--- src/rtl/core/vpa_pkg.sv ---
// ----------------------------------------------------------------------------
// vpa_pkg: shared types and constants of the variable partition allocator
// Status codes, register indexes, fit policies and the controller/datapath
// command and status words.
// ----------------------------------------------------------------------------
package vpa_pkg;

  // Address and size width of the managed memory.
  localparam int AW = 16;

  // Reset values of the configuration registers.
  localparam logic [AW-1:0] RESET_TOTAL   = 16'd1024;
  localparam logic [AW-1:0] RESET_REMNANT = 16'd10;

  // Divide by 100 as multiply by ceil(2^23/100) and shift right by 23.
  localparam int            LIMIT_DIVISOR = 100;
  localparam int            RECIP_SHIFT   = 23;
  localparam logic [16:0]   RECIP_100     = 17'((64'd1 << RECIP_SHIFT) / LIMIT_DIVISOR + 1);

  // Result status codes.
  typedef enum logic [2:0] {
    ST_OK         = 3'd0,
    ST_OK_COMPACT = 3'd1,
    ST_NO_SPACE   = 3'd2,
    ST_NO_ID      = 3'd3,
    ST_FULL       = 3'd4
  } status_t;

  // Request codes.
  localparam logic CMD_ALLOC = 1'b0;
  localparam logic CMD_FREE  = 1'b1;

  // Configuration register indexes.
  localparam logic [1:0] CFG_TOTAL  = 2'd0;
  localparam logic [1:0] CFG_FIT    = 2'd1;
  localparam logic [1:0] CFG_LIMIT  = 2'd2;

  // Fit policies; any other code behaves as first fit.
  localparam logic [1:0] FIT_FIRST = 2'd0;
  localparam logic [1:0] FIT_BEST  = 2'd1;
  localparam logic [1:0] FIT_WORST = 2'd2;

  // Datapath operations issued by the controller.
  typedef enum logic [3:0] {
    OP_NONE,
    OP_LATCH,
    OP_FIT_SCAN,
    OP_DECIDE,
    OP_CP_LOAD,
    OP_CP_ACC,
    OP_CP_COPY,
    OP_CP_FORMAT,
    OP_GRANT,
    OP_ID_SCAN,
    OP_ID_LOAD,
    OP_REL_SCAN,
    OP_MERGE,
    OP_EMIT
  } dp_op_t;

  // Command word from controller to datapath.
  typedef struct packed {
    dp_op_t op;
    logic   clr_i;
    logic   inc_i;
    logic   clr_j;
    logic   inc_j;
  } dp_cmd_t;

  // Status word from datapath to controller.
  typedef struct packed {
    logic i_last_free;
    logic i_last_held;
    logic j_last;
    logic held_cur_used;
    logic slot_ok;
    logic space_ok;
    logic fit_found;
    logic hit_found;
    logic out_free;
  } dp_stat_t;

endpackage

--- src/rtl/core/variable_partition_allocator.sv ---
// ----------------------------------------------------------------------------
// variable_partition_allocator: first/best/worst fit block allocator
// Allocates blocks by id with splitting, compaction and coalescing on free.
// ----------------------------------------------------------------------------
// Allocate scans the free table, decides and grants; compaction adds the
// pairwise position sum over the held table before the grant.
// Free scans the held table for the id, then the free table for neighbors.
// One request is in work at a time; the next is taken once the result word
// is in the output register. Reset restores registers to 1024/first fit/10,
// clears the id counter and makes the whole memory one free block.
module variable_partition_allocator
  import vpa_pkg::*;
#(
  parameter int HELD_ENTRIES = 16,
  parameter int FREE_ENTRIES = 17
) (
  input  logic          clk,
  input  logic          rst,
  input  logic          in_valid,
  output logic          in_stall,
  input  logic          cmd,
  input  logic [AW-1:0] req_size,
  input  logic [AW-1:0] target_id,
  output logic          out_valid,
  input  logic          out_stall,
  output logic [2:0]    status,
  output logic [AW-1:0] block_id,
  output logic [AW-1:0] base_addr,
  output logic [AW-1:0] granted_size,
  input  logic          cfg_valid,
  output logic          cfg_ready,
  input  logic [1:0]    cfg_index,
  input  logic [AW-1:0] cfg_data
);

  dp_cmd_t  dcmd;
  dp_stat_t stat;

  // Register writes are taken at once.
  assign cfg_ready = 1'b1;

  // Request sequencer.
  vpa_ctrl u_ctrl (
    .clk      (clk),
    .rst      (rst),
    .in_valid (in_valid),
    .in_stall (in_stall),
    .cmd      (cmd),
    .stat     (stat),
    .dcmd     (dcmd)
  );

  // Tables and arithmetic.
  vpa_dp #(
    .HELD_ENTRIES (HELD_ENTRIES),
    .FREE_ENTRIES (FREE_ENTRIES)
  ) u_dp (
    .clk          (clk),
    .rst          (rst),
    .dcmd         (dcmd),
    .stat         (stat),
    .cmd          (cmd),
    .req_size     (req_size),
    .target_id    (target_id),
    .cfg_valid    (cfg_valid && cfg_ready),
    .cfg_index    (cfg_index),
    .cfg_data     (cfg_data),
    .out_valid    (out_valid),
    .out_stall    (out_stall),
    .status       (status),
    .block_id     (block_id),
    .base_addr    (base_addr),
    .granted_size (granted_size)
  );

  // An accepted word holds off the next one while it is in work.
  a_one_at_a_time: assert property (@(posedge clk) disable iff (rst)
    (in_valid && !in_stall) |=> in_stall)
    else $error("request accepted while another is in work");

  // Failed requests report neither address nor size.
  a_fail_zero: assert property (@(posedge clk) disable iff (rst)
    (out_valid && (status == ST_NO_SPACE || status == ST_NO_ID || status == ST_FULL))
    |-> (base_addr == '0 && granted_size == '0))
    else $error("failed request reports a block");

  // After compaction the grant comes from the block at address zero.
  a_compact_base: assert property (@(posedge clk) disable iff (rst)
    (out_valid && status == ST_OK_COMPACT) |-> (base_addr == '0))
    else $error("compacted grant not at address zero");

endmodule

--- src/rtl/core/vpa_ctrl.sv ---
// ----------------------------------------------------------------------------
// vpa_ctrl: request sequencer of the variable partition allocator
// Walks each request through its scans, compaction and table updates by
// issuing one datapath operation per cycle unless the result word stalls.
// ----------------------------------------------------------------------------
module vpa_ctrl
  import vpa_pkg::*;
(
  input  logic     clk,
  input  logic     rst,
  input  logic     in_valid,
  output logic     in_stall,
  input  logic     cmd,
  input  dp_stat_t stat,
  output dp_cmd_t  dcmd
);

  typedef enum logic [12:0] {
    S_IDLE     = 13'b0000000000001,
    S_A_SCAN   = 13'b0000000000010,
    S_A_DECIDE = 13'b0000000000100,
    S_C_OUTER  = 13'b0000000001000,
    S_C_INNER  = 13'b0000000010000,
    S_C_COPY   = 13'b0000000100000,
    S_C_FORMAT = 13'b0000001000000,
    S_A_GRANT  = 13'b0000010000000,
    S_F_SCAN   = 13'b0000100000000,
    S_F_LOAD   = 13'b0001000000000,
    S_F_REL    = 13'b0010000000000,
    S_F_MERGE  = 13'b0100000000000,
    S_DONE     = 13'b1000000000000
  } state_t;

  state_t state, state_next;

  // State register.
  always_ff @(posedge clk) begin
    if (rst) begin
      state <= S_IDLE;
    end else begin
      state <= state_next;
    end
  end

  // Next state and operation select.
  always_comb begin
    state_next = state;
    dcmd       = '0;
    dcmd.op    = OP_NONE;
    in_stall   = (state != S_IDLE);
    case (state)
      S_IDLE: begin
        if (in_valid) begin
          dcmd.op    = OP_LATCH;
          dcmd.clr_i = 1'b1;
          state_next = (cmd == CMD_FREE) ? S_F_SCAN : S_A_SCAN;
        end
      end
      S_A_SCAN: begin
        dcmd.op = OP_FIT_SCAN;
        if (stat.i_last_free) begin
          state_next = S_A_DECIDE;
        end else begin
          dcmd.inc_i = 1'b1;
        end
      end
      S_A_DECIDE: begin
        dcmd.op = OP_DECIDE;
        if (!stat.slot_ok || !stat.space_ok) begin
          state_next = S_DONE;
        end else if (stat.fit_found) begin
          state_next = S_A_GRANT;
        end else begin
          dcmd.clr_i = 1'b1;
          state_next = S_C_OUTER;
        end
      end
      S_C_OUTER: begin
        dcmd.op = OP_CP_LOAD;
        if (stat.held_cur_used) begin
          dcmd.clr_j = 1'b1;
          state_next = S_C_INNER;
        end else if (stat.i_last_held) begin
          dcmd.clr_i = 1'b1;
          state_next = S_C_COPY;
        end else begin
          dcmd.inc_i = 1'b1;
        end
      end
      S_C_INNER: begin
        dcmd.op = OP_CP_ACC;
        if (stat.j_last) begin
          if (stat.i_last_held) begin
            dcmd.clr_i = 1'b1;
            state_next = S_C_COPY;
          end else begin
            dcmd.inc_i = 1'b1;
            state_next = S_C_OUTER;
          end
        end else begin
          dcmd.inc_j = 1'b1;
        end
      end
      S_C_COPY: begin
        dcmd.op = OP_CP_COPY;
        if (stat.i_last_held) begin
          state_next = S_C_FORMAT;
        end else begin
          dcmd.inc_i = 1'b1;
        end
      end
      S_C_FORMAT: begin
        dcmd.op    = OP_CP_FORMAT;
        state_next = S_A_GRANT;
      end
      S_A_GRANT: begin
        dcmd.op    = OP_GRANT;
        state_next = S_DONE;
      end
      S_F_SCAN: begin
        dcmd.op = OP_ID_SCAN;
        if (stat.i_last_held) begin
          state_next = S_F_LOAD;
        end else begin
          dcmd.inc_i = 1'b1;
        end
      end
      S_F_LOAD: begin
        dcmd.op = OP_ID_LOAD;
        if (stat.hit_found) begin
          dcmd.clr_i = 1'b1;
          state_next = S_F_REL;
        end else begin
          state_next = S_DONE;
        end
      end
      S_F_REL: begin
        dcmd.op = OP_REL_SCAN;
        if (stat.i_last_free) begin
          state_next = S_F_MERGE;
        end else begin
          dcmd.inc_i = 1'b1;
        end
      end
      S_F_MERGE: begin
        dcmd.op    = OP_MERGE;
        state_next = S_DONE;
      end
      S_DONE: begin
        if (stat.out_free) begin
          dcmd.op    = OP_EMIT;
          state_next = S_IDLE;
        end
      end
      default: begin
        state_next = S_IDLE;
      end
    endcase
  end

endmodule

--- src/rtl/core/vpa_dp.sv ---
// ----------------------------------------------------------------------------
// vpa_dp: tables and arithmetic of the variable partition allocator
// Holds the free and held block tables, the configuration registers, the
// scan accumulators and the output word register.
// ----------------------------------------------------------------------------
module vpa_dp
  import vpa_pkg::*;
#(
  parameter int HELD_ENTRIES = 16,
  parameter int FREE_ENTRIES = 17
) (
  input  logic          clk,
  input  logic          rst,
  input  dp_cmd_t       dcmd,
  output dp_stat_t      stat,
  input  logic          cmd,
  input  logic [AW-1:0] req_size,
  input  logic [AW-1:0] target_id,
  input  logic          cfg_valid,
  input  logic [1:0]    cfg_index,
  input  logic [AW-1:0] cfg_data,
  output logic          out_valid,
  input  logic          out_stall,
  output logic [2:0]    status,
  output logic [AW-1:0] block_id,
  output logic [AW-1:0] base_addr,
  output logic [AW-1:0] granted_size
);

  localparam int HW   = (HELD_ENTRIES > 1) ? $clog2(HELD_ENTRIES) : 1;
  localparam int FW   = $clog2(FREE_ENTRIES);
  localparam int NMAX = (FREE_ENTRIES > HELD_ENTRIES) ? FREE_ENTRIES : HELD_ENTRIES;
  localparam int CW   = $clog2(NMAX);
  localparam int TW   = AW + $clog2(FREE_ENTRIES + 1);

  // Block tables.
  logic [AW-1:0]           free_start [FREE_ENTRIES];
  logic [AW-1:0]           free_len   [FREE_ENTRIES];
  logic [FREE_ENTRIES-1:0] free_used;
  logic [AW-1:0]           held_id    [HELD_ENTRIES];
  logic [AW-1:0]           held_start [HELD_ENTRIES];
  logic [AW-1:0]           held_len   [HELD_ENTRIES];
  logic [HELD_ENTRIES-1:0] held_used;
  logic [AW-1:0]           pos        [HELD_ENTRIES];

  // Configuration and id counter.
  logic [AW-1:0] remnant_limit, next_id;
  logic [1:0]    fit_policy;

  // Request and scan registers.
  logic [CW-1:0] i;
  logic [HW-1:0] j;
  logic [AW-1:0] req_q, tid_q, id_q;
  logic [FW-1:0] best_idx;
  logic [AW-1:0] best_start, best_len;
  logic          fit_found, compacted;
  logic [TW-1:0] sum_total;
  logic [HW-1:0] slot_idx;
  logic [AW-1:0] cur_start, acc;
  logic          hit_found;
  logic [HW-1:0] hit_idx;
  logic [AW-1:0] rel_start, rel_len;
  logic          prev_found, next_found;
  logic [FW-1:0] prev_idx, next_idx;
  logic [AW-1:0] prev_len, next_len;
  status_t       res_status;
  logic [AW-1:0] res_id, res_start, res_size;

  // Combinational helpers.
  logic [FW-1:0]    fi;
  logic [HW-1:0]    hi, hra;
  logic [AW-1:0]    h_start_rd, h_len_rd;
  logic [HW-1:0]    slot_enc;
  logic             slot_ok;
  logic [FW-1:0]    empty_enc;
  logic             empty_ok;
  logic             cand, better, take;
  logic             space_ok;
  logic             acc_hit;
  logic [AW-1:0]    acc_next;
  logic [AW:0]      fend, rel_end;
  logic [AW-1:0]    rem, granted;
  logic             whole;
  logic [AW+16:0]   limit_prod;
  logic             out_free;

  assign fi = i[FW-1:0];
  assign hi = i[HW-1:0];

  // One shared read address into the start and length columns of the held table.
  always_comb begin
    if (dcmd.op == OP_CP_ACC) begin
      hra = j;
    end else if (dcmd.op == OP_ID_LOAD) begin
      hra = hit_idx;
    end else begin
      hra = hi;
    end
  end
  assign h_start_rd = held_start[hra];
  assign h_len_rd   = held_len[hra];

  // First free slot of the held table and of the free table.
  always_comb begin
    slot_enc  = '0;
    empty_enc = '0;
    for (int k = HELD_ENTRIES - 1; k >= 0; k--) begin
      if (!held_used[k]) slot_enc = HW'(k);
    end
    for (int k = FREE_ENTRIES - 1; k >= 0; k--) begin
      if (!free_used[k]) empty_enc = FW'(k);
    end
  end
  assign slot_ok  = ~&held_used;
  assign empty_ok = ~&free_used;

  // Fit comparison of the scanned free entry against the best so far.
  assign cand = free_used[fi] && (free_len[fi] >= req_q);
  always_comb begin
    case (fit_policy)
      FIT_BEST: better = (free_len[fi] < best_len) ||
                         (free_len[fi] == best_len && free_start[fi] < best_start);
      FIT_WORST: better = (free_len[fi] > best_len) ||
                          (free_len[fi] == best_len && free_start[fi] < best_start);
      default: better = free_start[fi] < best_start;
    endcase
  end
  assign take     = cand && (!fit_found || better);
  assign space_ok = (req_q != '0) && (sum_total >= TW'(req_q));

  // Compaction: add lengths of held blocks that sit below the current one.
  assign acc_hit  = held_used[j] &&
                    ((h_start_rd < cur_start) || (h_start_rd == cur_start && j < hi));
  assign acc_next = acc + (acc_hit ? h_len_rd : '0);

  // Neighbor match for release.
  assign fend    = {1'b0, free_start[fi]} + {1'b0, free_len[fi]};
  assign rel_end = {1'b0, rel_start} + {1'b0, rel_len};

  // Grant split.
  assign rem     = best_len - req_q;
  assign whole   = rem <= remnant_limit;
  assign granted = whole ? best_len : req_q;

  // Remnant limit from a new total size.
  assign limit_prod = cfg_data * RECIP_100;

  assign out_free = !out_valid || !out_stall;

  // Status back to the controller.
  always_comb begin
    stat.i_last_free   = (i == CW'(FREE_ENTRIES - 1));
    stat.i_last_held   = (i == CW'(HELD_ENTRIES - 1));
    stat.j_last        = (j == HW'(HELD_ENTRIES - 1));
    stat.held_cur_used = held_used[hi];
    stat.slot_ok       = slot_ok;
    stat.space_ok      = space_ok;
    stat.fit_found     = fit_found;
    stat.hit_found     = hit_found;
    stat.out_free      = out_free;
  end

  // Control registers: configuration, flags, counters, output valid.
  always_ff @(posedge clk) begin
    if (rst) begin
      remnant_limit <= RESET_REMNANT;
      fit_policy    <= FIT_FIRST;
      next_id       <= '0;
      free_used     <= FREE_ENTRIES'(1);
      held_used     <= '0;
      free_start[0] <= '0;
      free_len[0]   <= RESET_TOTAL;
      out_valid     <= 1'b0;
      i             <= '0;
      j             <= '0;
    end else begin
      // Counters.
      if (dcmd.clr_i) begin
        i <= '0;
      end else if (dcmd.inc_i) begin
        i <= i + 1'b1;
      end
      if (dcmd.clr_j) begin
        j <= '0;
      end else if (dcmd.inc_j) begin
        j <= j + 1'b1;
      end

      // Output word is loaded, or taken.
      if (dcmd.op == OP_EMIT) begin
        out_valid <= 1'b1;
      end else if (out_valid && !out_stall) begin
        out_valid <= 1'b0;
      end

      // Configuration writes; a nonzero total size reformats the memory.
      if (cfg_valid) begin
        case (cfg_index)
          CFG_TOTAL: begin
            if (cfg_data != '0) begin
              remnant_limit <= AW'(limit_prod[AW+16:RECIP_SHIFT]);
              free_used     <= FREE_ENTRIES'(1);
              held_used     <= '0;
              free_start[0] <= '0;
              free_len[0]   <= cfg_data;
            end
          end
          CFG_FIT:   fit_policy    <= cfg_data[1:0];
          CFG_LIMIT: remnant_limit <= cfg_data;
          default: ;
        endcase
      end

      case (dcmd.op)
        OP_LATCH: begin
          req_q      <= req_size;
          tid_q      <= target_id;
          fit_found  <= 1'b0;
          sum_total  <= '0;
          hit_found  <= 1'b0;
          prev_found <= 1'b0;
          next_found <= 1'b0;
          compacted  <= 1'b0;
          if (cmd == CMD_ALLOC) begin
            next_id <= next_id + 1'b1;
            id_q    <= next_id + 1'b1;
          end else begin
            id_q    <= target_id;
          end
        end
        OP_FIT_SCAN: begin
          if (free_used[fi]) begin
            sum_total <= sum_total + TW'(free_len[fi]);
          end
          if (take) begin
            fit_found  <= 1'b1;
            best_idx   <= fi;
            best_start <= free_start[fi];
            best_len   <= free_len[fi];
          end
        end
        OP_DECIDE: begin
          slot_idx  <= slot_enc;
          res_id    <= id_q;
          res_start <= '0;
          res_size  <= '0;
          if (!slot_ok) begin
            res_status <= ST_FULL;
          end else begin
            res_status <= ST_NO_SPACE;
          end
        end
        OP_CP_LOAD: begin
          cur_start <= h_start_rd;
          acc       <= sum_total[AW-1:0];
        end
        OP_CP_ACC: begin
          acc <= acc_next;
          if (j == HW'(HELD_ENTRIES - 1)) begin
            pos[hi] <= acc_next;
          end
        end
        OP_CP_COPY: begin
          if (held_used[hi]) begin
            held_start[hi] <= pos[hi];
          end
        end
        OP_CP_FORMAT: begin
          free_used     <= FREE_ENTRIES'(1);
          free_start[0] <= '0;
          free_len[0]   <= sum_total[AW-1:0];
          best_idx      <= '0;
          best_start    <= '0;
          best_len      <= sum_total[AW-1:0];
          compacted     <= 1'b1;
        end
        OP_GRANT: begin
          if (whole) begin
            free_used[best_idx] <= 1'b0;
          end else begin
            free_start[best_idx] <= best_start + req_q;
            free_len[best_idx]   <= rem;
          end
          held_used[slot_idx]  <= 1'b1;
          held_id[slot_idx]    <= id_q;
          held_start[slot_idx] <= best_start;
          held_len[slot_idx]   <= granted;
          res_status <= compacted ? ST_OK_COMPACT : ST_OK;
          res_id     <= id_q;
          res_start  <= best_start;
          res_size   <= granted;
        end
        OP_ID_SCAN: begin
          if (!hit_found && held_used[hi] && held_id[hi] == tid_q) begin
            hit_found <= 1'b1;
            hit_idx   <= hi;
          end
        end
        OP_ID_LOAD: begin
          res_id <= tid_q;
          if (hit_found) begin
            rel_start          <= h_start_rd;
            rel_len            <= h_len_rd;
            held_used[hit_idx] <= 1'b0;
            res_status         <= ST_OK;
            res_start          <= h_start_rd;
            res_size           <= h_len_rd;
          end else begin
            res_status <= ST_NO_ID;
            res_start  <= '0;
            res_size   <= '0;
          end
        end
        OP_REL_SCAN: begin
          if (free_used[fi]) begin
            if (!prev_found && fend == {1'b0, rel_start}) begin
              prev_found <= 1'b1;
              prev_idx   <= fi;
              prev_len   <= free_len[fi];
            end else if (!next_found && {1'b0, free_start[fi]} == rel_end) begin
              next_found <= 1'b1;
              next_idx   <= fi;
              next_len   <= free_len[fi];
            end
          end
        end
        OP_MERGE: begin
          if (prev_found && next_found) begin
            free_len[prev_idx]  <= prev_len + rel_len + next_len;
            free_used[next_idx] <= 1'b0;
          end else if (prev_found) begin
            free_len[prev_idx] <= prev_len + rel_len;
          end else if (next_found) begin
            free_start[next_idx] <= rel_start;
            free_len[next_idx]   <= next_len + rel_len;
          end else if (empty_ok) begin
            free_used[empty_enc]  <= 1'b1;
            free_start[empty_enc] <= rel_start;
            free_len[empty_enc]   <= rel_len;
          end
        end
        OP_EMIT: begin
          status       <= res_status;
          block_id     <= res_id;
          base_addr    <= res_start;
          granted_size <= res_size;
        end
        default: ;
      endcase
    end
  end

endmodule

--- config.mk ---
export PLATFORM = sky130hd
export DESIGN_NAME = variable_partition_allocator
export DESIGN_NICKNAME = d
export VERILOG_FILES = /design/src/rtl/core/vpa_pkg.sv /design/src/rtl/core/variable_partition_allocator.sv /design/src/rtl/core/vpa_ctrl.sv /design/src/rtl/core/vpa_dp.sv
export SDC_FILE = /design/constraint.sdc
export NUM_CORES = 2
export LEC_CHECK = 0
export BUFFER_PORTS_ARGS = -buffer_cell sky130_fd_sc_hd__buf_2
export CAP_MARGIN = 20
export CORE_ASPECT_RATIO = 1.2
export CORE_UTILIZATION = 35
export CTS_CLUSTER_DIAMETER = 60
export DETAILED_ROUTE_END_ITERATION = 10
export PLACE_DENSITY_LB_ADDON = 0.15
export SYNTH_ARGS = -nofsm -noshare
export SYNTH_HDL_FRONTEND = slang
export SYNTH_SLANG_ARGS = --single-unit
--- constraint.sdc ---
create_clock -name clk -period 8.4 [get_ports clk]
set_input_delay 2.1 -clock clk [delete_from_list [all_inputs] [get_ports clk]]
set_output_delay 2.1 -clock clk [all_outputs]
set_load 0.05 [all_outputs]
* Yosys cells after proc, flatten, opt, wreduce, memory -nomap -nowiden
Memory sizes are Yosys's and may differ from the RTL's. A register that Yosys moved wholly into a read port is not among the register bits.
Index checks and enable logic that the tools add are counted.
** Operators by class
- Add/sub/neg operators :: 12
- $mul :: 1
- Magnitude comparators :: 21
- Eq/ne operators :: 55
- Muxes and demuxes :: 213
- Bitwise logic cells :: 16
- Reduce and logical (&&, ||, !) cells :: 82
** Operators with widths (number)
- two-way mux 16 bit :: 24
- one-hot mux 16 bit (2 select lines) :: 6
- one-hot mux 13 bit (12 select lines) :: 1
- two-way mux 17 bit :: 9
- two-way mux 13 bit :: 11
- two-way mux 5 bit :: 27
- one-hot mux 16 bit (3 select lines) :: 2
- OR reduction 16 bit :: 6
- two-way mux 1 bit :: 81
- adder 16 bit :: 5
- two-way mux 4 bit :: 16
- one-hot mux 4 bit (13 select lines) :: 1
- one-hot mux 17 bit (3 select lines) :: 1
- == test 16 bit :: 3
- less-than comparator 16 bit :: 3
- one-hot mux 21 bit (2 select lines) :: 1
- adder 16 x 16 -> 17 bit :: 2
- bitwise AND 17 bit :: 2
- inverter 17 bit :: 2
- multiplier 16 x 17 -> 33 bit (second input constant) :: 1
- nonzero test 16 bit :: 2
- == test 4 bit (second input constant) :: 7
- less-than comparator 5 x 6 -> 1 bit (second input constant) :: 4
- AND reduction 2 bit :: 11
- 73 further kinds :: 172
** Storage, ports and cells
- Register bits after elaboration :: 417
- RAM bits :: 1568
- Bits of input ports :: 56
- Output and inout port bits :: 54
- Word-level logic and storage cells :: 448
- Memories :: 6
** Memory list
- u_dp.free_len :: words 17, width 16, rd ports 1, clocked after memory_dff 1, wr ports 2, line vpa_dp.sv:38 : logic [AW-1:0] free_len [FREE_ENTRIES];
- u_dp.free_start :: words 17, width 16, rd ports 1, clocked after memory_dff 1, wr ports 2, line vpa_dp.sv:37 : logic [AW-1:0] free_start [FREE_ENTRIES];
- u_dp.held_id :: words 16, width 16, rd ports 1, clocked after memory_dff 1, wr ports 1, line vpa_dp.sv:40 : logic [AW-1:0] held_id [HELD_ENTRIES];
- u_dp.held_len :: words 16, width 16, rd ports 1, clocked after memory_dff 0, wr ports 1, line vpa_dp.sv:42 : logic [AW-1:0] held_len [HELD_ENTRIES];
- u_dp.held_start :: words 16, width 16, rd ports 1, clocked after memory_dff 0, wr ports 1, line vpa_dp.sv:41 : logic [AW-1:0] held_start [HELD_ENTRIES];
- u_dp.pos :: words 16, width 16, rd ports 1, clocked after memory_dff 1, wr ports 1, line vpa_dp.sv:44 : logic [AW-1:0] pos [HELD_ENTRIES];

* Longest topological paths before layout
- Depth in word-level cells :: 27
- Gate-level depth with buffers :: 37
- Gate-level depth less buffers :: 31

* Cells and area by module
From an unflattened synthesis, not the netlist that was laid out.
** Unflattened totals
- Cell total of the unflattened synthesis :: 5936
- Area total of the unflattened synthesis :: 93250.7 um^2
** Modules (own cells, without submodules)
- vpa_dp :: times used 1, cells each 5789, area an instance 92192.2 um^2, seq. area each 58546.2 um^2
- vpa_ctrl :: times used 1, cells each 145, area an instance 1047.3 um^2, seq. area each 260.2 um^2
- variable_partition_allocator :: times used 1, cells each 2, area an instance 11.3 um^2, seq. area each 0.0 um^2

* Least setup slack after synthesis
OpenSTA, ideal clock, no wires.
- Kind :: input-to-reg
- Start point :: input port cfg_data[1]
- End point :: register u_dp.remnant_limit[9]
- Library setup time :: 134 ps
- Data arrival time :: 7286 ps
- Required time :: 8266 ps
- Path slack :: 980 ps
- Cell stages on the path :: 21
- Path buffers :: 0
- Cell sequence :: fa_1 -> inv_1 -> fa_1 -> fa_1 -> fa_1 -> inv_1 -> fa_1 -> inv_1 -> fa_1 -> inv_1 -> ha_1 -> nand2_1 -> o21ai_0 -> a21o_1 -> a22o_1 -> a41o_1 -> a21o_1 -> o211a_1 -> nand2_1 -> nor4_1 -> or4_1
** On the way
- Word-level cells in the longest chain between the ends :: 3
- Elaborated cells between the ends (all ways) :: 6
- Those cells by class :: mul: 1; eq/ne: 1; mux: 2; reduce/logical: 2
** RTL lines
- from (decl) :: line variable_partition_allocator.sv:33 : input logic [AW-1:0] cfg_data
- multiplier 16 x 17 -> 33 bit / nonzero test 16 bit (equally long branches) :: line vpa_dp.sv:146, vpa_dp.sv:200
- two-way mux 16 bit / != test 2 x 1 -> 1 bit (equally long branches)
- one-hot mux 16 bit (2 select lines) / AND reduction 3 bit (equally long branches)
- to (signal assigned) :: line vpa_dp.sv:201 : remnant_limit <= AW'(limit_prod[AW+16:RECIP_SHIFT]);
- to (signal assigned) :: line vpa_dp.sv:209 : CFG_LIMIT: remnant_limit <= cfg_data;
- to (decl) :: line vpa_dp.sv:47 : logic [AW-1:0] remnant_limit, next_id;
Several ways; a longest one is shown, not always the timed one. The select of a mux whose other input is x is not followed.
A chain may end at the register's enable or synchronous reset.

* Worst setup path after layout
- Start point :: register u_ctrl.state[8]
- End point :: register u_dp.acc[15], data pin
** On the way
- Word-level cells in the longest chain between the ends :: 13
- Elaborated cells between the ends (all ways) :: 29
- Those cells by class :: add/sub: 1; order compare: 1; eq/ne: 17; mux: 5; reduce/logical: 3; memory: 2
** RTL lines
- from (decl) :: line vpa_ctrl.sv:34 : state_t state, state_next;
- from (signal assigned) :: line vpa_ctrl.sv:41 : state <= state_next;
- == test 13 bit, or another cell as far along :: line vpa_ctrl.sv:51 : case (state)
- one-hot mux 4 bit (13 select lines) * :: line vpa_ctrl.sv:51
- == test 4 bit :: line vpa_dp.sv:94 : end else if (dcmd.op == OP_ID_LOAD) begin
- two-way mux 4 bit :: line vpa_dp.sv:94
- two-way mux 4 bit * :: line vpa_dp.sv:92 : if (dcmd.op == OP_CP_ACC) begin
- memory read (16 x 16 bit) *
- via u_dp.h_start_rd[1] :: line vpa_dp.sv:72 : logic [AW-1:0] h_start_rd, h_len_rd;
- parallel branches: the longest is 2 deep, another holds less-than comparator 16 bit
- logical OR 1 bit * :: line vpa_dp.sv:133 : ((h_start_rd < cur_start) || (h_start_rd == cur_start && j < hi));
- logical AND 1 bit * :: line vpa_dp.sv:132 : assign acc_hit = held_used[j] &&
- two-way mux 16 bit * :: line vpa_dp.sv:134 : assign acc_next = acc + (acc_hit ? h_len_rd : '0);
- adder 16 bit * :: line vpa_dp.sv:134
- via u_dp.acc_next[15] :: line vpa_dp.sv:80 : logic [AW-1:0] acc_next;
- one-hot mux 16 bit (2 select lines) * :: line vpa_dp.sv:214 : case (dcmd.op)
- to (signal assigned) :: line vpa_dp.sv:255 : acc <= sum_total[AW-1:0];
- to (signal assigned) :: line vpa_dp.sv:258 : acc <= acc_next;
- to (decl) :: line vpa_dp.sv:59 : logic [AW-1:0] cur_start, acc;
Mark *: on every way through the listed nets, which the timed path passes.

==> impl_metrics.toml <==
[floorplan]
initial_utilization = 0.353
die-height_um = 569
fp.dieW_um = 474
num_rows = 207
io_pins = 110
die_area_um2 = 270000
design.core.area_um2 = 266000

[timing]
layout_worst_path_cycle_share = 0.950
timing_hold_violations_final = 0
max_slew_margin = 0.218
layout_min_cycle_time_ps = 7980
fin_worst_hold_slack_ps = 405
report.final.slew_viol_count = 0
finClkSkew_ps = 102
finalSetupViolCount = 0
worstMarginPinSlew_ps = 1160
worst_slack_ps = 421
setup_total_negative_slack_ps = 0
rsz0062_at_grt = "false"
fmax_mhz = 125

[setup_path]
r2r-start = "u_ctrl.state[8]"
timing.critical_path.from_type = "flop"
timing.critical_path.arrival_ps = 8610
endpoint_kind = "flop"
max_stage_delay_cell_worst_path = "a2111oi_2"
timing_worst_setup_path_type = "flop to flop"
cp-startpoint = "u_ctrl.state[8]"
path_max_fanout = 24
critPathMaxStageDelay_ps = 490
critical-path-top-cell-by-count = "a21oi_1"
worst_ep_required_time_ps = 9030

[final_layout]
drive_above_1_share = 0.179
fillers = 24600
commonest_non_fill_non_tap_cell_in_the_layout = "edfxtp_1"
most-common-layout-cells = "edfxtp_1, nand2_1, ha_1"
fin_nets = 7334
layout_overhead_on_the_synthesized_area_pct = 14.1

[logic_synthesis]
async_flop_share = 0
postSynthRegisterBits = 1990
synthDominantAreaCellType = "edfxtp_1"
postSynthCellCount = 6442
synth_largest_type_area_fraction = 0.607
synth_area_um2 = 93800
synth-main-ff-cell = "edfxtp_1"
postSynthNetCount = 6987
synth_enable_flop_cells = 1895
synth.area.top_cells = "edfxtp_1, mux4_2, ha_1, mux2i_1, nand2_1"
sequential_element_share_of_the_synthesized_area = 0.627
synth_area_per_cell_um2 = 14.6
ys_types = 88
synth-warning-count = 0

[routing]
total_routed_length_mm = 301
drt_pre_antenna_iters = 6
drc = 0
routed-via-count = 57200
iteration_0_drc_markers = 5134
detail_route.wl_per_cell_um = 28.6
antenna_violating_nets_post_route = 0
post_drt_via_cell_ratio = 5.44

[min_path]
hold_path.startpoint = "u_dp.res_id[14]"
holdCritPathClass = "flop to flop"

[run]
maximum_capacitance_violations = 0

[placed_design]
placement.setup.worst_slack_ps = 350
gp_congestion = 0.920
hpwl_detailed_mm = 206
place.port_buffers = 108

[clocking]
cts.repair.resized = 0
cts_buffers = 214
cts_setup_buffers = 0
ctsLongestPathBuffers = 4
cts_hold_repair.buffers = 0
clock_latency_ps = 900
clkSlewWorstSetupHoldPaths_ps = 60
htree_levels = 4
ctsRootBufferMaster = "clkbuf_16"
clkSinkCount = 1990
cts_tree = "yes"

[global_route]
grt_max_degree = 92
antenna_violations_before_repair = 9
gr-usage-all-layers = 0.221
vias_in_the_first_global_route = 57800
grt_pass1_wl_mm = 428
grt_overflow = 0

[outcome]
result_of_the_run = "completed"

[power]
power.total_mw = 28.4
power_per_cell_area_nw_per_um2 = 266
power.static_leakage_nw = 36.5
maximum_vdd_ir_drop_uv = 175
## stage by stage
stage	cells	area (um^2)	utilization
after global routing	10500	107000	0.403
final	10500	107000	0.403
after CTS	10500	107000	0.402
after detailed placement	10100	100000	0.377
after floorplan	6442	93800	-
after global placement	10100	100000	0.377
## final timing paths
path | end | slack, ps | cells past startpoint
max | u_dp.acc[15] | 420 | 33
max reg2reg | u_dp.acc[15] | 420 | 33
min | u_dp.block_id[14] | 410 | 0
min reg2reg | u_dp.block_id[14] | 410 | 0
## routing by layer
metal  track usage  routed length, um  up-vias
li1              -                  -    25400
met1         0.284             125000    29700
met2         0.384             151000     1625
met3        0.0241              13300      441
met4        0.0802              11700        2
met5             0                 13        -
## cells in the mapped netlist (22+ instances only)
library cell and n:
and3_1 38, o21a_1 36, inv_1 340, a221oi_1 23
clkbuf_1 127, edfxtp_1 1895, buf_4 42, mux2_2 90
o21ai_0 293, xor2_1 70, a211oi_1 86, xnor2_1 116
a21o_1 74, ha_1 383, fa_1 106, buf_2 64
mux4_2 304, o211ai_1 43, nor2_1 375, a31oi_1 82
nand2_1 568, a22oi_1 24, nor3_1 82, nand4_1 38
nor2b_1 52, mux2i_1 238, dfxtp_1 95, or3_1 26
and2_1 30, nand3_1 111, a21oi_1 229, buf_1 22
nand2b_1 33, nor4_1 22
## flip-flops by register name, indices dropped and copies added (netlist names), 17 cells and up, named ones only
signal           count
u_dp.sum_total      21
u_dp.held_id       256
u_dp.held_len      256
u_dp.free_used      17
u_dp.free_len      272
u_dp.held_start    256
u_dp.free_start    272
u_dp.pos           256
## report_power, final
part | switching (mW) | leakage, nW | internal [mW]
logic | 4.55 | 15.4 | 2.64
registers | 0.335 | 17.8 | 11.8
clock network | 3.98 | 3.24 | 5.14
total | 8.86 | 36.5 | 19.5
## worst max-delay path: cells and delay by family, from the launching register on
family,cells,cell delay (ps)
mux,2,630
simple gates,8,1560
fa+ha+maj,2,690
compound gates,16,3160
flops,1,380
xor+xnor,1,360
buf+inv,4,920
## area by class of cell
class	count	area, um^2	share of cell area
flip-flops and latches	1990	58800	0.550
multi-input cells	3846	32900	0.307
clock buffers	269	5650	0.0529
well taps	3553	4450	0.0416
repair buffers	393	2890	0.0270
inverters	344	1290	0.0121
clock inverters	116	976	0.00912
diodes	6	15.0	0.000140
## cell families after synthesis
| family | after synthesis | synth area share |
|---|---|---|
| AO/OA/AOI/OAI | 1071 | 0.0730 |
| adder cells (fa/ha/maj) | 489 | 0.0737 |
| AND/OR/NAND/NOR | 1465 | 0.0717 |
| buffers and inverters | 606 | 0.0274 |
| flip-flops | 1990 | 0.627 |
| other | 1 | 0.0000400 |
| XOR/XNOR | 188 | 0.0179 |
| multiplexers | 632 | 0.109 |
(Power assumes the default switching activity.)
